### src/hw/rtl/pkbd_pkg.sv
`default_nettype none
package pkbd_pkg;

  // widths of the segment size register and the byte counter
  localparam int SEG_W = 25;

  // command queue depth between front and back
  localparam int CQ_DEPTH = 4;
  localparam int CQ_AW    = $clog2(CQ_DEPTH);

  // segment end status codes
  typedef enum logic [1:0] {
    ST_OK        = 2'd0,
    ST_TRUNC_LIT = 2'd1,
    ST_NO_REPEAT = 2'd2,
    ST_SIZE_ERR  = 2'd3
  } status_t;

  // one decoded run handed from front to back
  typedef struct packed {
    logic [7:0] data_byte;  // byte to emit
    logic [7:0] nbytes;     // how many copies, 0..128
    logic       last;       // segment ends with this item
    status_t    status;     // valid when last
  } cmd_t;

endpackage
`default_nettype wire

### src/hw/rtl/pkbd_cmd_queue.sv
`default_nettype none
module pkbd_cmd_queue (
  input  wire logic          clk,
  input  wire logic          rst_n,
  input  wire logic          push,
  input  pkbd_pkg::cmd_t     push_cmd,
  output logic               full,
  input  wire logic          pop,
  output logic               head_valid,
  output pkbd_pkg::cmd_t     head_cmd
);
  import pkbd_pkg::*;

  cmd_t              mem [CQ_DEPTH];
  logic [CQ_AW-1:0]  wr_ptr_r, wr_ptr_nxt;
  logic [CQ_AW-1:0]  rd_ptr_r, rd_ptr_nxt;
  logic [CQ_AW:0]    count_r, count_nxt;

  assign full       = (count_r == (CQ_AW+1)'(CQ_DEPTH));
  assign head_valid = (count_r != '0);
  assign head_cmd   = mem[rd_ptr_r];

  // pointer and fill bookkeeping
  always_comb begin
    wr_ptr_nxt = push ? wr_ptr_r + 1'b1 : wr_ptr_r;
    rd_ptr_nxt = pop ? rd_ptr_r + 1'b1 : rd_ptr_r;
    count_nxt  = count_r;
    if (push && !pop) begin
      count_nxt = count_r + 1'b1;
    end else if (pop && !push) begin
      count_nxt = count_r - 1'b1;
    end
  end

  always_ff @(posedge clk) begin
    if (!rst_n) begin
      wr_ptr_r <= '0;
      rd_ptr_r <= '0;
      count_r  <= '0;
    end else begin
      wr_ptr_r <= wr_ptr_nxt;
      rd_ptr_r <= rd_ptr_nxt;
      count_r  <= count_nxt;
    end
  end

  // storage, no reset needed
  always_ff @(posedge clk) begin
    if (push) begin
      mem[wr_ptr_r] <= push_cmd;
    end
  end

endmodule
`default_nettype wire

### src/hw/rtl/pkbd_front.sv
`default_nettype none
module pkbd_front (
  input  wire logic                   clk,
  input  wire logic                   rst_n,
  // size register write
  input  wire logic                   cfg_we,
  input  wire logic [pkbd_pkg::SEG_W-1:0] cfg_data,
  // compressed byte stream
  input  wire logic                   in_valid,
  output logic                        in_ready,
  input  wire logic [7:0]             code_byte,
  input  wire logic                   segment_last,
  // command queue side
  input  wire logic                   cq_full,
  output logic                        cq_push,
  output pkbd_pkg::cmd_t              cq_cmd
);
  import pkbd_pkg::*;

  typedef enum logic [1:0] {
    MODE_CTRL = 2'd0,
    MODE_LIT  = 2'd1,
    MODE_REP  = 2'd2
  } mode_t;

  localparam logic [7:0] CTRL_NOP = 8'h80;

  mode_t            mode_r, mode_nxt;
  logic [7:0]       lit_left_r, lit_left_nxt;
  logic [7:0]       rep_cnt_r, rep_cnt_nxt;
  logic [SEG_W-1:0] produced_r, produced_nxt;
  logic             ovf_r, ovf_nxt;
  logic [SEG_W-1:0] seg_bytes_r;

  logic             accept;
  logic             has_room;
  logic [SEG_W-1:0] room;
  logic [7:0]       nbytes;
  status_t          status;

  assign in_ready = !cq_full;
  assign accept   = in_valid && !cq_full;
  assign has_room = (produced_r < seg_bytes_r);
  assign room     = has_room ? (seg_bytes_r - produced_r) : '0;

  // decode one compressed byte
  always_comb begin
    mode_nxt     = mode_r;
    lit_left_nxt = lit_left_r;
    rep_cnt_nxt  = rep_cnt_r;
    ovf_nxt      = ovf_r;
    nbytes       = '0;
    unique case (mode_r)
      MODE_LIT: begin
        if (has_room) begin
          nbytes = 8'd1;
        end else begin
          ovf_nxt = 1'b1;
        end
        lit_left_nxt = lit_left_r - 8'd1;
        if (lit_left_nxt == 8'd0) begin
          mode_nxt = MODE_CTRL;
        end
      end
      MODE_REP: begin
        // clip the run at the remaining room
        nbytes      = ({{(SEG_W-8){1'b0}}, rep_cnt_r} < room) ? rep_cnt_r : room[7:0];
        rep_cnt_nxt = '0;
        mode_nxt    = MODE_CTRL;
      end
      default: begin
        if (has_room) begin
          if (!code_byte[7]) begin
            mode_nxt     = MODE_LIT;
            lit_left_nxt = code_byte + 8'd1;
          end else if (code_byte != CTRL_NOP) begin
            mode_nxt    = MODE_REP;
            rep_cnt_nxt = 8'(9'd257 - {1'b0, code_byte});
          end
        end
      end
    endcase
    produced_nxt = produced_r + {{(SEG_W-8){1'b0}}, nbytes};
  end

  // end of segment status, in priority order
  always_comb begin
    if (mode_nxt == MODE_LIT) begin
      status = ST_TRUNC_LIT;
    end else if (mode_nxt == MODE_REP) begin
      status = ST_NO_REPEAT;
    end else if (produced_nxt != seg_bytes_r || ovf_nxt) begin
      status = ST_SIZE_ERR;
    end else begin
      status = ST_OK;
    end
  end

  // quiet bytes leave nothing for the back end
  assign cq_push          = accept && (segment_last || nbytes != 8'd0);
  assign cq_cmd.data_byte = code_byte;
  assign cq_cmd.nbytes    = nbytes;
  assign cq_cmd.last      = segment_last;
  assign cq_cmd.status    = segment_last ? status : ST_OK;

  always_ff @(posedge clk) begin
    if (!rst_n) begin
      mode_r      <= MODE_CTRL;
      lit_left_r  <= '0;
      rep_cnt_r   <= '0;
      produced_r  <= '0;
      ovf_r       <= 1'b0;
      seg_bytes_r <= '0;
    end else begin
      if (cfg_we) begin
        seg_bytes_r <= cfg_data;
      end
      if (accept) begin
        if (segment_last) begin
          mode_r     <= MODE_CTRL;
          lit_left_r <= '0;
          rep_cnt_r  <= '0;
          produced_r <= '0;
          ovf_r      <= 1'b0;
        end else begin
          mode_r     <= mode_nxt;
          lit_left_r <= lit_left_nxt;
          rep_cnt_r  <= rep_cnt_nxt;
          produced_r <= produced_nxt;
          ovf_r      <= ovf_nxt;
        end
      end
    end
  end

endmodule
`default_nettype wire

### src/hw/rtl/pkbd_back.sv
`default_nettype none
module pkbd_back #(
  parameter int LANES = 4
) (
  input  wire logic         clk,
  input  wire logic         rst_n,
  // command queue side
  input  wire logic         cq_valid,
  input  pkbd_pkg::cmd_t    cq_cmd,
  output logic              cq_pop,
  // result beats
  output logic              out_valid,
  input  wire logic         out_ready,
  output logic [31:0]       out_data,
  output logic [2:0]        out_count,
  output logic              item_done,
  output logic              segment_done,
  output pkbd_pkg::status_t status
);
  import pkbd_pkg::*;

  localparam logic [7:0] LANES_B = 8'(LANES);

  // run in progress
  logic       cur_valid_r, cur_valid_nxt;
  cmd_t       cur_r, cur_nxt;
  logic [7:0] rem_r, rem_nxt;

  // output register
  logic       out_valid_r;
  logic [31:0] data_r;
  logic [2:0] count_r;
  logic       item_done_r, seg_done_r;
  status_t    status_r;

  logic       out_free, fire, fin;
  logic [2:0] cnt;
  logic [31:0] beat_data;

  assign out_free = !out_valid_r || out_ready;
  assign fire     = cur_valid_r && out_free;
  assign fin      = (rem_r <= LANES_B);
  assign cnt      = fin ? rem_r[2:0] : LANES_B[2:0];
  assign cq_pop   = cq_valid && (!cur_valid_r || (fire && fin));

  // replicate the byte over the valid lanes
  always_comb begin
    for (int i = 0; i < 4; i++) begin
      beat_data[8*i +: 8] = (3'(i) < cnt) ? cur_r.data_byte : 8'd0;
    end
  end

  always_comb begin
    cur_valid_nxt = cur_valid_r;
    cur_nxt       = cur_r;
    rem_nxt       = rem_r;
    if (fire) begin
      rem_nxt = rem_r - {5'd0, cnt};
      if (fin) begin
        cur_valid_nxt = 1'b0;
      end
    end
    if (cq_pop) begin
      cur_valid_nxt = 1'b1;
      cur_nxt       = cq_cmd;
      rem_nxt       = cq_cmd.nbytes;
    end
  end

  always_ff @(posedge clk) begin
    if (!rst_n) begin
      cur_valid_r <= 1'b0;
      out_valid_r <= 1'b0;
    end else begin
      cur_valid_r <= cur_valid_nxt;
      if (fire) begin
        out_valid_r <= 1'b1;
      end else if (out_ready) begin
        out_valid_r <= 1'b0;
      end
    end
  end

  // payload registers
  always_ff @(posedge clk) begin
    cur_r <= cur_nxt;
    rem_r <= rem_nxt;
    if (fire) begin
      data_r      <= beat_data;
      count_r     <= cnt;
      item_done_r <= fin;
      seg_done_r  <= fin && cur_r.last;
      status_r    <= (fin && cur_r.last) ? cur_r.status : ST_OK;
    end
  end

  assign out_valid    = out_valid_r;
  assign out_data     = data_r;
  assign out_count    = count_r;
  assign item_done    = item_done_r;
  assign segment_done = seg_done_r;
  assign status       = status_r;

endmodule
`default_nettype wire

### src/hw/rtl/packbits_segment_decoder_unit.sv
`default_nettype none
// Channel | Direction | Handshake             | Payload
// in      | slave     | in_tvalid / in_tready | in_tdata[7:0] code byte, in_tlast segment end
// out     | master    | out_tvalid/out_tready | out_tdata data/count/item_done, out_tlast,
//         |           |                       | out_tuser status
// cfg     | slave     | cfg_valid / cfg_ready | cfg_data segment size (always ready)
//
// The front end decodes one compressed byte per cycle while the command queue has room
// and queues run commands. The back end emits one beat per cycle while out_tready is
// high, ceil(n / lanes) beats per run, so a 128-byte repeat at four lanes yields 32
// beats; input stalls only when the four-entry command queue fills. Reset (rst_n low,
// synchronous) clears the decode state, the queue and the size register to zero.
module packbits_segment_decoder_unit #(
  parameter int OUT_LANES = 4
) (
  input  wire logic        clk,
  input  wire logic        rst_n,
  input  wire logic        in_tvalid,
  output logic             in_tready,
  input  wire logic [7:0]  in_tdata,   // [7:0] code_byte
  input  wire logic        in_tlast,   // segment_last
  output logic             out_tvalid,
  input  wire logic        out_tready,
  output logic [39:0]      out_tdata,  // [31:0] out_data, [34:32] out_count,
                                       // [35] item_done, [39:36] zero
  output logic             out_tlast,  // segment_done
  output logic [1:0]       out_tuser,  // [1:0] status
  input  wire logic        cfg_valid,
  output logic             cfg_ready,
  input  wire logic [24:0] cfg_data    // segment_bytes
);
  import pkbd_pkg::*;

  localparam int BEAT_LANES = (OUT_LANES < 1) ? 1 : ((OUT_LANES > 4) ? 4 : OUT_LANES);

  logic       cq_full, cq_push, cq_pop, cq_valid;
  cmd_t       push_cmd, head_cmd;
  logic [31:0] out_data;
  logic [2:0] out_count;
  logic       item_done;
  status_t    status;

  assign cfg_ready = 1'b1;

  pkbd_front u_front (
    .clk          (clk),
    .rst_n        (rst_n),
    .cfg_we       (cfg_valid),
    .cfg_data     (cfg_data),
    .in_valid     (in_tvalid),
    .in_ready     (in_tready),
    .code_byte    (in_tdata),
    .segment_last (in_tlast),
    .cq_full      (cq_full),
    .cq_push      (cq_push),
    .cq_cmd       (push_cmd)
  );

  pkbd_cmd_queue u_queue (
    .clk        (clk),
    .rst_n      (rst_n),
    .push       (cq_push),
    .push_cmd   (push_cmd),
    .full       (cq_full),
    .pop        (cq_pop),
    .head_valid (cq_valid),
    .head_cmd   (head_cmd)
  );

  pkbd_back #(
    .LANES (BEAT_LANES)
  ) u_back (
    .clk          (clk),
    .rst_n        (rst_n),
    .cq_valid     (cq_valid),
    .cq_cmd       (head_cmd),
    .cq_pop       (cq_pop),
    .out_valid    (out_tvalid),
    .out_ready    (out_tready),
    .out_data     (out_data),
    .out_count    (out_count),
    .item_done    (item_done),
    .segment_done (out_tlast),
    .status       (status)
  );

  assign out_tdata = {4'd0, item_done, out_count, out_data};
  assign out_tuser = status;

endmodule
`default_nettype wire

### config.mk
export PLATFORM = sky130hd
export DESIGN_NAME = packbits_segment_decoder_unit
export DESIGN_NICKNAME = d
export VERILOG_FILES = /design/src/hw/rtl/pkbd_pkg.sv /design/src/hw/rtl/pkbd_cmd_queue.sv /design/src/hw/rtl/pkbd_front.sv /design/src/hw/rtl/pkbd_back.sv /design/src/hw/rtl/packbits_segment_decoder_unit.sv
export SDC_FILE = /design/constraint.sdc
export NUM_CORES = 1
export LEC_CHECK = 0
export ABC_AREA = 1
export BUFFER_PORTS_ARGS = -buffer_cell sky130_fd_sc_hd__buf_2
export CAP_MARGIN = 20
export CORE_ASPECT_RATIO = 1.75
export CORE_MARGIN = 4
export CORE_UTILIZATION = 28
export DETAILED_ROUTE_END_ITERATION = 8
export HOLD_SLACK_MARGIN = 0.08
export PLACE_DENSITY = 0.44
export SYNTH_ARGS = -nofsm -noshare
export SYNTH_HDL_FRONTEND = slang
export SYNTH_SLANG_ARGS = --single-unit
### constraint.sdc
create_clock -name clk -period 14.2 [get_ports clk]
set_input_delay 3.55 -clock clk [delete_from_list [all_inputs] [get_ports clk]]
set_output_delay 3.55 -clock clk [all_outputs]
set_load 0.02 [all_outputs]
# Word level (Yosys, flattened, before mapping)
# Memories as Yosys holds them, arrays and structs flattened. A register that Yosys moved wholly into a read port is not among the register bits.
# Cells that the tools add are included.
[word_totals]
ff_bits = 136
mem_bits_rw = 76
input_bits = 39
out_inout_bits = 46
elab_cells = 123
memories = 1
[memory_table]
columns = ["name", "depth", "word_bits", "rd", "rd_clocked_by_memory_dff", "write_ports", "line_no", "rtl"]
rows = [
  ["u_queue.mem", 4, 19, 1, 1, 1, "pkbd_cmd_queue.sv:14", "cmd_t mem [CQ_DEPTH];"],
]
[classes]
add_sub_neg = 10
magnitude_cmp = 7
n_eq_ne = 10
mux = 41
reduce_logical = 31
[op_table]
columns = ["cell", "n"]
rows = [
  ["$mux W8", 10],
  ["$mux W25", 2],
  ["$pmux W8 S2", 3],
  ["$add A25 B8 Y25", 1],
  ["$lt A25 B25 Y1", 1],
  ["$lt A8 B25 Y1", 1],
  ["$ne A25 B25 Y1", 1],
  ["$sub A25 B25 Y25", 1],
  ["$mux W2", 11],
  ["$reduce_bool A3 Y1", 5],
  ["$mux W1", 11],
  ["$mux W3", 3],
  ["$add A8 B1 Y8 const B", 1],
  ["$le A8 B3 Y1 const B", 1],
  ["$logic_and A1 B1 Y1", 8],
  ["$logic_not A8 Y1", 1],
  ["$ne A8 B8 Y1 const B", 1],
  ["$reduce_bool A2 Y1", 4],
  ["$reduce_bool A8 Y1", 1],
  ["$sub A1 B8 Y8 const A", 1],
  ["$sub A8 B1 Y8 const B", 1],
  ["$sub A8 B3 Y8", 1],
  ["$lt A1 B3 Y1 const A", 2],
  ["$lt A2 B3 Y1 const A", 2],
  ["14 further kinds", 25],
]

# Longest topological paths before layout
# Gate-level depths: netlist of the first run.
[logic_depth]
depth_word = 12
mapped_depth = 49
mapped_depth_nobuf = 47

# Modules after synthesis
# Synthesis of the first run repeated with hierarchy kept, for this count alone.
[hier_totals]
hier_cells = 1562
hier_area_um2 = 12507.0
[by_module_without_submodules]
columns = ["module", "instances", "cells_each", "area_each_um2", "seq_area_each_um2"]
rows = [
  ["pkbd_front", 1, 1116, 6805.3, 1381.3],
  ["pkbd_cmd_queue", 1, 243, 3301.9, 2462.4],
  ["pkbd_back", 1, 195, 2347.3, 1781.7],
  ["packbits_segment_decoder_unit", 1, 8, 52.6, 0.0],
]

# Worst setup path after synthesis of the first run
# OpenSTA, ideal clock, no wires.
[synth_path]
path_kind = "flip-flop to flip-flop"
from = "register u_front.produced_r[8]"
to = "memory u_queue.mem[0][0] (netlist bit) (data pin)"
setup_time_ns = 0.260
t_arrival_ns = 5.668
required_time_ns = 13.940
path_slack_ns = 8.272
path_stages_with_launch = 48
path_buffers = 2
period_less_slack_ns = 5.928
cell_sequence = "dfxtp_1 -> clkbuf_1 -> inv_1 -> ha_1 -> nand2_2 -> nor2_2 -> nand3_1 -> nand3_2 -> nand2_1 -> nand3_2 -> nand2_4 -> inv_4 -> buf_6 -> nand3_1 -> ha_1 -> nand2_1 -> o21ai_0 -> a21oi_1 -> (+12 left out) -> fa_1 -> nand3b_1 -> nand2_1 -> a21oi_1 -> o21ai_2 -> nand3_1 -> nor2_1 -> nand2_1 -> inv_1 -> nand2_1 -> nand2_1 -> nand2_1 -> nand2_1 -> o21ai_0 -> nor3_1 -> nand3_1 -> o21ai_1 -> inv_1"
[synth_lines]
columns = ["item", "line_no", "rtl"]
rows = [
  ["start: declaration", "pkbd_front.sv:31", "logic [SEG_W-1:0] produced_r, produced_nxt;"],
  ["start signal: assignment", "pkbd_front.sv:129", "produced_r <= produced_nxt;"],
  ["end: declaration", "pkbd_cmd_queue.sv:14", ""],
]

==> results of run 1 <==
## synth_stat cells, drive strengths merged
cell    instances
a211oi         11
a21boi          1
a21o            3
a21oi          84
a221o           1
a221oi          2
a311oi          2
a31oi           9
and2            2
and3            2
buf             9
clkbuf         33
clkinv          3
conb            2
dfxtp          80
edfxtp        134
fa              3
ha             54
inv           250
nand2         351
nand3          80
nand3b          7
nand4          13
nor2          216
nor3           25
nor4            1
o21ai         103
o21bai          3
o22ai          24
o31ai           1
o32ai           1
o41ai           1
or2             8
xnor2          11
xor2           31
## area by class of cell
cell class	count	area, µm²
clock buffer	28	594.3
sequential	214	5625
tap	566	708.2
clock inverter	14	206.4
fill	4623	29260
inverter	253	952.2
timing repair buffer	94	528.0
multi-input combinational	1056	5475
## power by group through the flow
stage / sequential, W / combinational, W / clock (W)
final: 0.000863 / 0.000669 / 0.000649
after global routing: 0.000876 / 0.000758 / 0.000693
after CTS: 0.000865 / 0.000683 / 0.000672
after detailed placement: 0.000878 / 0.000681 / 0
after global placement: 0.000878 / 0.000675 / 0
after floorplan: 0.000921 / 0.000424 / 0
## worst max-delay path: cells and delay by family, from the launching register on
| family | cells | cell delay, ns |
|---|---|---|
| and+or+nand+nor | 26 | 3.30 |
| adders and majority gates | 4 | 1.34 |
| AOI/OAI and AO/OA | 9 | 1.16 |
| buffers and inverters | 6 | 0.69 |
| DFF | 1 | 0.43 |
## kinds of logic after synthesis
logic type	count (synthesis)	share of synthesized area
AOI/OAI and AO/OA	246	0.1121
xor gates and xnor gates	42	0.03009
adders and majority gates	57	0.06018
buffers and inverters	295	0.09385
DFF	214	0.4601
other	2	0.0006143
and+or+nand+nor	705	0.2431
## final timing paths
kind | to | slack, ns | cells past startpoint
max | u_queue.mem[3][0]$_DFFE_PP_ | 7.01 | 45
min | u_front.produced_r[6]$_SDFFE_PN0P_ | 0.49 | 2
max reg2reg | u_queue.mem[3][0]$_DFFE_PP_ | 7.01 | 45
min reg2reg | u_front.produced_r[6]$_SDFFE_PN0P_ | 0.49 | 2
## per-layer routing
metal  global-route usage  share of wire
met5                    0              0
met4              0.08689          0.060
met3              0.01753          0.029
met2               0.3075           0.57
met1               0.1371           0.34
## registers in the layout (all words and copies together) (netlist names), named ones only
register and count:
u_back.out_count 3, u_back.rem_r 8, u_back.out_valid 1, u_front.produced_r 25, u_queue.mem 76, u_front.ovf_r 1, u_queue.rd_ptr_r 2, u_front.rep_cnt_r 8
u_queue.wr_ptr_r 2, u_front.mode_r 2, u_front.seg_bytes_r 25, u_back.cur_valid_r 1, u_back.cur_r 11, u_front.lit_left_r 8, u_back.segment_done 1, u_queue.count_r 3
u_back.status 2, u_back.out_data 32, u_back.item_done 1
## metrics by stage
| stage | utilization | setup WS [ns] | area [µm²] | std cells | hold slack [ns] |
|---|---|---|---|---|---|
| 6_report | 0.3251 | 7.010 | 14090 | 2225 | 0.4856 |
| 5_1_grt | 0.3251 | 6.234 | 14090 | 2225 | 0.5188 |
| 4_1_cts | 0.3249 | 6.931 | 14080 | 2224 | 0.4908 |
| 3_5_place_dp | 0.3064 | 6.960 | 13280 | 2182 | 0.4809 |
| 3_3_place_gp | 0.3058 | 7.097 | 13250 | 2181 | 0.4722 |
| 2_1_floorplan | - | 8.272 | 12240 | 1565 | 0.4485 |
==> flow_metrics.tcl, run 1 <==
set metrics [dict create \
    fp.dieArea_um2 47200 \
    finalNetCount 1738 \
    number_of_failing_setup_endpoints_in_the_final_timing_report 0 \
    cts_tree "built" \
    drtAntennaViolNets 0 \
    chip_width_um 166.0 \
    run_status "completed" \
    ctsResizeCount 0 \
    power.combinational.fraction 0.307 \
    netlist-cell-type-count 51 \
    cts-root-to-sink-buffers 3 \
    startpoint_type "register" \
    worst_hold_path_type "reg -> reg" \
    synthesis.area_per_instance_um2 7.832 \
    grt_util_all_layers 0.1497 \
    yosys.area.top_type_share 0.3291 \
    avgRoutedWirePerCell_um 16.28 \
    timing.setup.critical_path_class "reg -> reg" \
    worstPathArrival_ns 7.46 \
    grt_pass1_wl_mm 56.12 \
    antenna_cells 0 \
    grt_start_max_net_pins 40 \
    i_o_pin_total 85 \
    synth.largest_area_cell "sky130_fd_sc_hd__edfxtp_1" \
    clock-sinks 214 \
    start_util 0.2820 \
    global_route.overflow_total 0 \
    synth-seq-cells 214 \
    mappedNetlistArea_um2 12230 \
    highest_delay_cell_along_the_critical_path "sky130_fd_sc_hd__nor3_1" \
    total_number_of_yosys_warnings 0 \
    tritoncts.num_buffers 23 \
    max_slew.worst_pin.slew_ns 1.026 \
    net-switching-power_w 0.0007693 \
    placementRows 101 \
    timing.critical_path.to_type "register" \
    seq_area_frac_synth 0.4601 \
    io_buffer_count 79 \
    syn_inst 1561 \
    finalCriticalPeriod_ns 7.190 \
    rsz0062_at_grt "false" \
    sw_frac_of_total 0.3528 \
    clk_slew_on_worst_s_h_paths_ns 0.07 \
    launch_point_of_the_worst_hold_path "u_front.produced_r[6]$_SDFFE_PN0P_" \
    mostFrequentLayoutCell "sky130_fd_sc_hd__nand2_1" \
    share_of_total_power_in_sequential_cells 0.396 \
    timing.final.hold_violations 0 \
    worstPathRequired_ns 14.47 \
    chipHeight_um 284.4 \
    floorplan.core_area_um2 43350 \
    timing.rr.start "u_front.produced_r[15]$_SDFFE_PN0P_" \
    hpwl_mm 28.38 \
    highest_count_cells_in_the_layout_ignoring_fill_and_taps "sky130_fd_sc_hd__nand2_1, sky130_fd_sc_hd__inv_1, sky130_fd_sc_hd__nor2_1" \
    worst_setup_path_startpoint "u_front.produced_r[15]$_SDFFE_PN0P_" \
    fmaxAchievable_mhz 139.1 \
    clock_skew_after_layout_ns 0.01325 \
    final-max-slew-violation-count 0 \
    cts.repair_timing.setup_buffer_count 0 \
    drive_above_1_share 0.1031 \
    via_count_of_the_first_global_routing_pass 10530 \
    cp_slowest_stage_delay_ns 0.47 \
    clk_latency_ns 0.53 \
    power.ir.vdd_worst_uv 78.24 \
    worst_path_most_repeated_cell "sky130_fd_sc_hd__nand2_1" \
    cts-root-buf "sky130_fd_sc_hd__clkbuf_16" \
    share_clk_of_total_power 0.298 \
    drt-initial-drc-count 446 \
    clock_tree.htree_level_count 1 \
    syn2layout_area_growth_pct 15.25 \
    fin_tns_setup_ns 0 \
    antenna_violations_before_repair 0 \
    synth.area.top_cells "sky130_fd_sc_hd__edfxtp_1, sky130_fd_sc_hd__dfxtp_1, sky130_fd_sc_hd__nand2_1" \
    totalWireLength_mm 36.23 \
    drv.max_cap_violation_count 0 \
    power.leakage_nw 6.305 \
    timing.critical_path.fanout_max 14 \
    final_worst_path_period_share 0.5064 \
    via_total_after_detailed_routing 10253 \
    total_iterations_of_the_first_detailed_routing_run 5 \
    power.density_nw_per_um2 154.8 \
    final_routed_drc_violation_total 0 \
    slew-limit-headroom 0.3146 \
    p_total_w 0.002181 \
    cellInternalPower_w 0.001411 \
    viasPerCell 4.608 \
    gp_congestion 0.9205 \
    postCtsHoldBufs 0 \
]
Note: power is estimated with default switching activity, not from simulation.
==> run 2, diff against run 1 <==
- PLACE_DENSITY: 0.44 -> 0.46
- clock period: 14.2 -> 5.9 ns (I/O delays scaled with it)
==> run 2 against run 1 <==
Non-clock buffer count up 195. Via count increased by 7.3%. Worst setup slack got worse by 6.9 ns. Clock skew is 0.014 ns higher. Highest routed layer unchanged.
==> flow_metrics.tcl, run 2 (same netlist as run 1, synthesis figures left out) <==
set metrics [dict create \
    timing.critical_path.to_type "register" \
    antenna_violations_before_repair 0 \
    number_of_failing_setup_endpoints_in_the_final_timing_report 0 \
    slew-limit-headroom 0.3177 \
    avgRoutedWirePerCell_um 15.92 \
    chip_width_um 166.0 \
    highest_delay_cell_along_the_critical_path "sky130_fd_sc_hd__fa_2" \
    final_routed_drc_violation_total 0 \
    mostFrequentLayoutCell "sky130_fd_sc_hd__nand2_1" \
    worstPathBufferInverterCount 6 \
    global_route.overflow_total 0 \
    syn2layout_area_growth_pct 33.94 \
    max_slew.worst_pin.slew_ns 1.021 \
    gp_congestion 0.8978 \
    fmaxAchievable_mhz 173.5 \
    tritoncts.num_buffers 23 \
    final_worst_path_period_share 0.9767 \
    io_buffer_count 79 \
    worst_path_most_repeated_cell "sky130_fd_sc_hd__nand2_2" \
    clk_slew_on_worst_s_h_paths_ns 0.07 \
    critical_path.top_delay_family "simple AND/OR/NAND/NOR gates" \
    drv.max_cap_violation_count 0 \
    worst_hold_path_type "reg -> reg" \
    finalNetCount 1933 \
    timing.setup.critical_path_class "reg -> reg" \
    clock_tree.htree_level_count 1 \
    floorplan.core_area_um2 43350 \
    finalCriticalPeriod_ns 5.762 \
    largest_reg_flops 76 \
    cts-root-buf "sky130_fd_sc_hd__clkbuf_16" \
    grt_start_max_net_pins 40 \
    timing.final.hold_violations 0 \
    total_iterations_of_the_first_detailed_routing_run 5 \
    cts-root-to-sink-buffers 3 \
    final-max-slew-violation-count 0 \
    via_total_after_detailed_routing 10997 \
    worstPathRequired_ns 6.17 \
    hpwl_mm 29.96 \
    worst_hold_slack_ns 0.4813 \
    drive_above_1_share 0.2941 \
    drtAntennaViolNets 0 \
    clk_latency_ns 0.53 \
    clock_skew_after_layout_ns 0.02682 \
    power.density_nw_per_um2 327.1 \
    placementRows 101 \
    start_util 0.2820 \
    i_o_pin_total 85 \
    rsz0062_at_grt "true" \
    drt-initial-drc-count 574 \
    antenna_cells 0 \
    totalWireLength_mm 38.50 \
    startpoint_type "register" \
    fp.dieArea_um2 47200 \
    registers.top_by_ff_count "u_queue.mem" \
    via_count_of_the_first_global_routing_pass 11013 \
    highest_count_cells_in_the_layout_ignoring_fill_and_taps "sky130_fd_sc_hd__nand2_1, sky130_fd_sc_hd__inv_1, sky130_fd_sc_hd__buf_4" \
    clock-sinks 214 \
    p_total_w 0.005357 \
    chipHeight_um 284.4 \
    viasPerCell 4.546 \
    power.leakage_nw 7.322 \
    placement.setup.worst_slack_ns -0.4696 \
    cts_tree "built" \
    power.ir.vdd_worst_uv 208.6 \
    worstPathArrival_ns 6.03 \
    worst_slack_ns 0.1377 \
    grt_pass1_wl_mm 58.86 \
    timing.critical_path.fanout_max 7 \
    postCtsHoldBufs 0 \
    run_status "completed" \
    cp_slowest_stage_delay_ns 0.35 \
    grt_util_all_layers 0.1576 \
]
[run 2: cell count changes in the layout (fill, tap and decap cells not counted), sizes merged]
cell      delta
buf        +196
clkinv       +2
clkinvlp     +4
clkbuf       -2
bufinv       -3
inv          -3
[run 2: report_power, final]
group	internal, W	total (W)	switching, W
clock	0.000811	0.00144	0.000626
sequential	0.00196	0.00208	0.000121
combinational	0.000655	0.00184	0.00118
total	0.00343	0.00536	0.00193
[run 2: metal layers]
layer,up-vias,GRT usage,wire length (µm)
li1,5608,-,-
met1,5105,0.1428,12700
met2,192,0.3236,22260
met3,92,0.01864,1057
met4,0,0.09494,2489
met5,-,0,0
[run 2: worst reg2reg max path, delay by kind of cell (launching register included)]
family,cells,cell delay [ns]
compound gates,4,0.57
buf+inv,6,0.51
fa+ha+maj,4,1.10
simple gates,25,2.81
xor+xnor,1,0.20
flops,1,0.34
[run 2: final cells by class]
class / count / area (µm²)
sequential: 214 / 5665
clock inverter: 14 / 143.9
timing repair buffer: 289 / 1996
tap: 566 / 708.2
multi-input combinational: 1056 / 6311
inverter: 253 / 959.7
fill: 4450 / 26970
clock buffer: 27 / 590.6
[run 2: worst paths after layout]
path                                            start                         endpoint  slack, ns  depth (start not counted)
setup / recovery  u_front.produced_r[22]$_SDFFE_PN0P_      u_queue.mem[3][0]$_DFFE_PP_       0.14                         40
setup reg to reg  u_front.produced_r[22]$_SDFFE_PN0P_      u_queue.mem[3][0]$_DFFE_PP_       0.14                         40
hold / removal        u_queue.count_r[2]$_SDFFE_PN0P_  u_queue.count_r[2]$_SDFFE_PN0P_       0.48                          2
hold reg to reg       u_queue.count_r[2]$_SDFFE_PN0P_  u_queue.count_r[2]$_SDFFE_PN0P_       0.48                          2
[run 2: stage by stage]
stage	instance area [µm²]	std cells	utilization	setup TNS, ns
after floorplan	12240	1565	-	0
after global placement	14560	2354	0.3358	-2.791
after detailed placement	14560	2355	0.3359	-3.612
after CTS	15630	2398	0.3605	0
after global routing	16370	2419	0.3778	-1.837
final	16370	2419	0.3778	0
[run 2: timing repair]
item / 4_1_cts / 5_1_grt
setup buffers: 2 / 21
pin swaps: 13 / 82
resized for setup: 48 / 174
endpoints found under the setup margin: 8 / 8
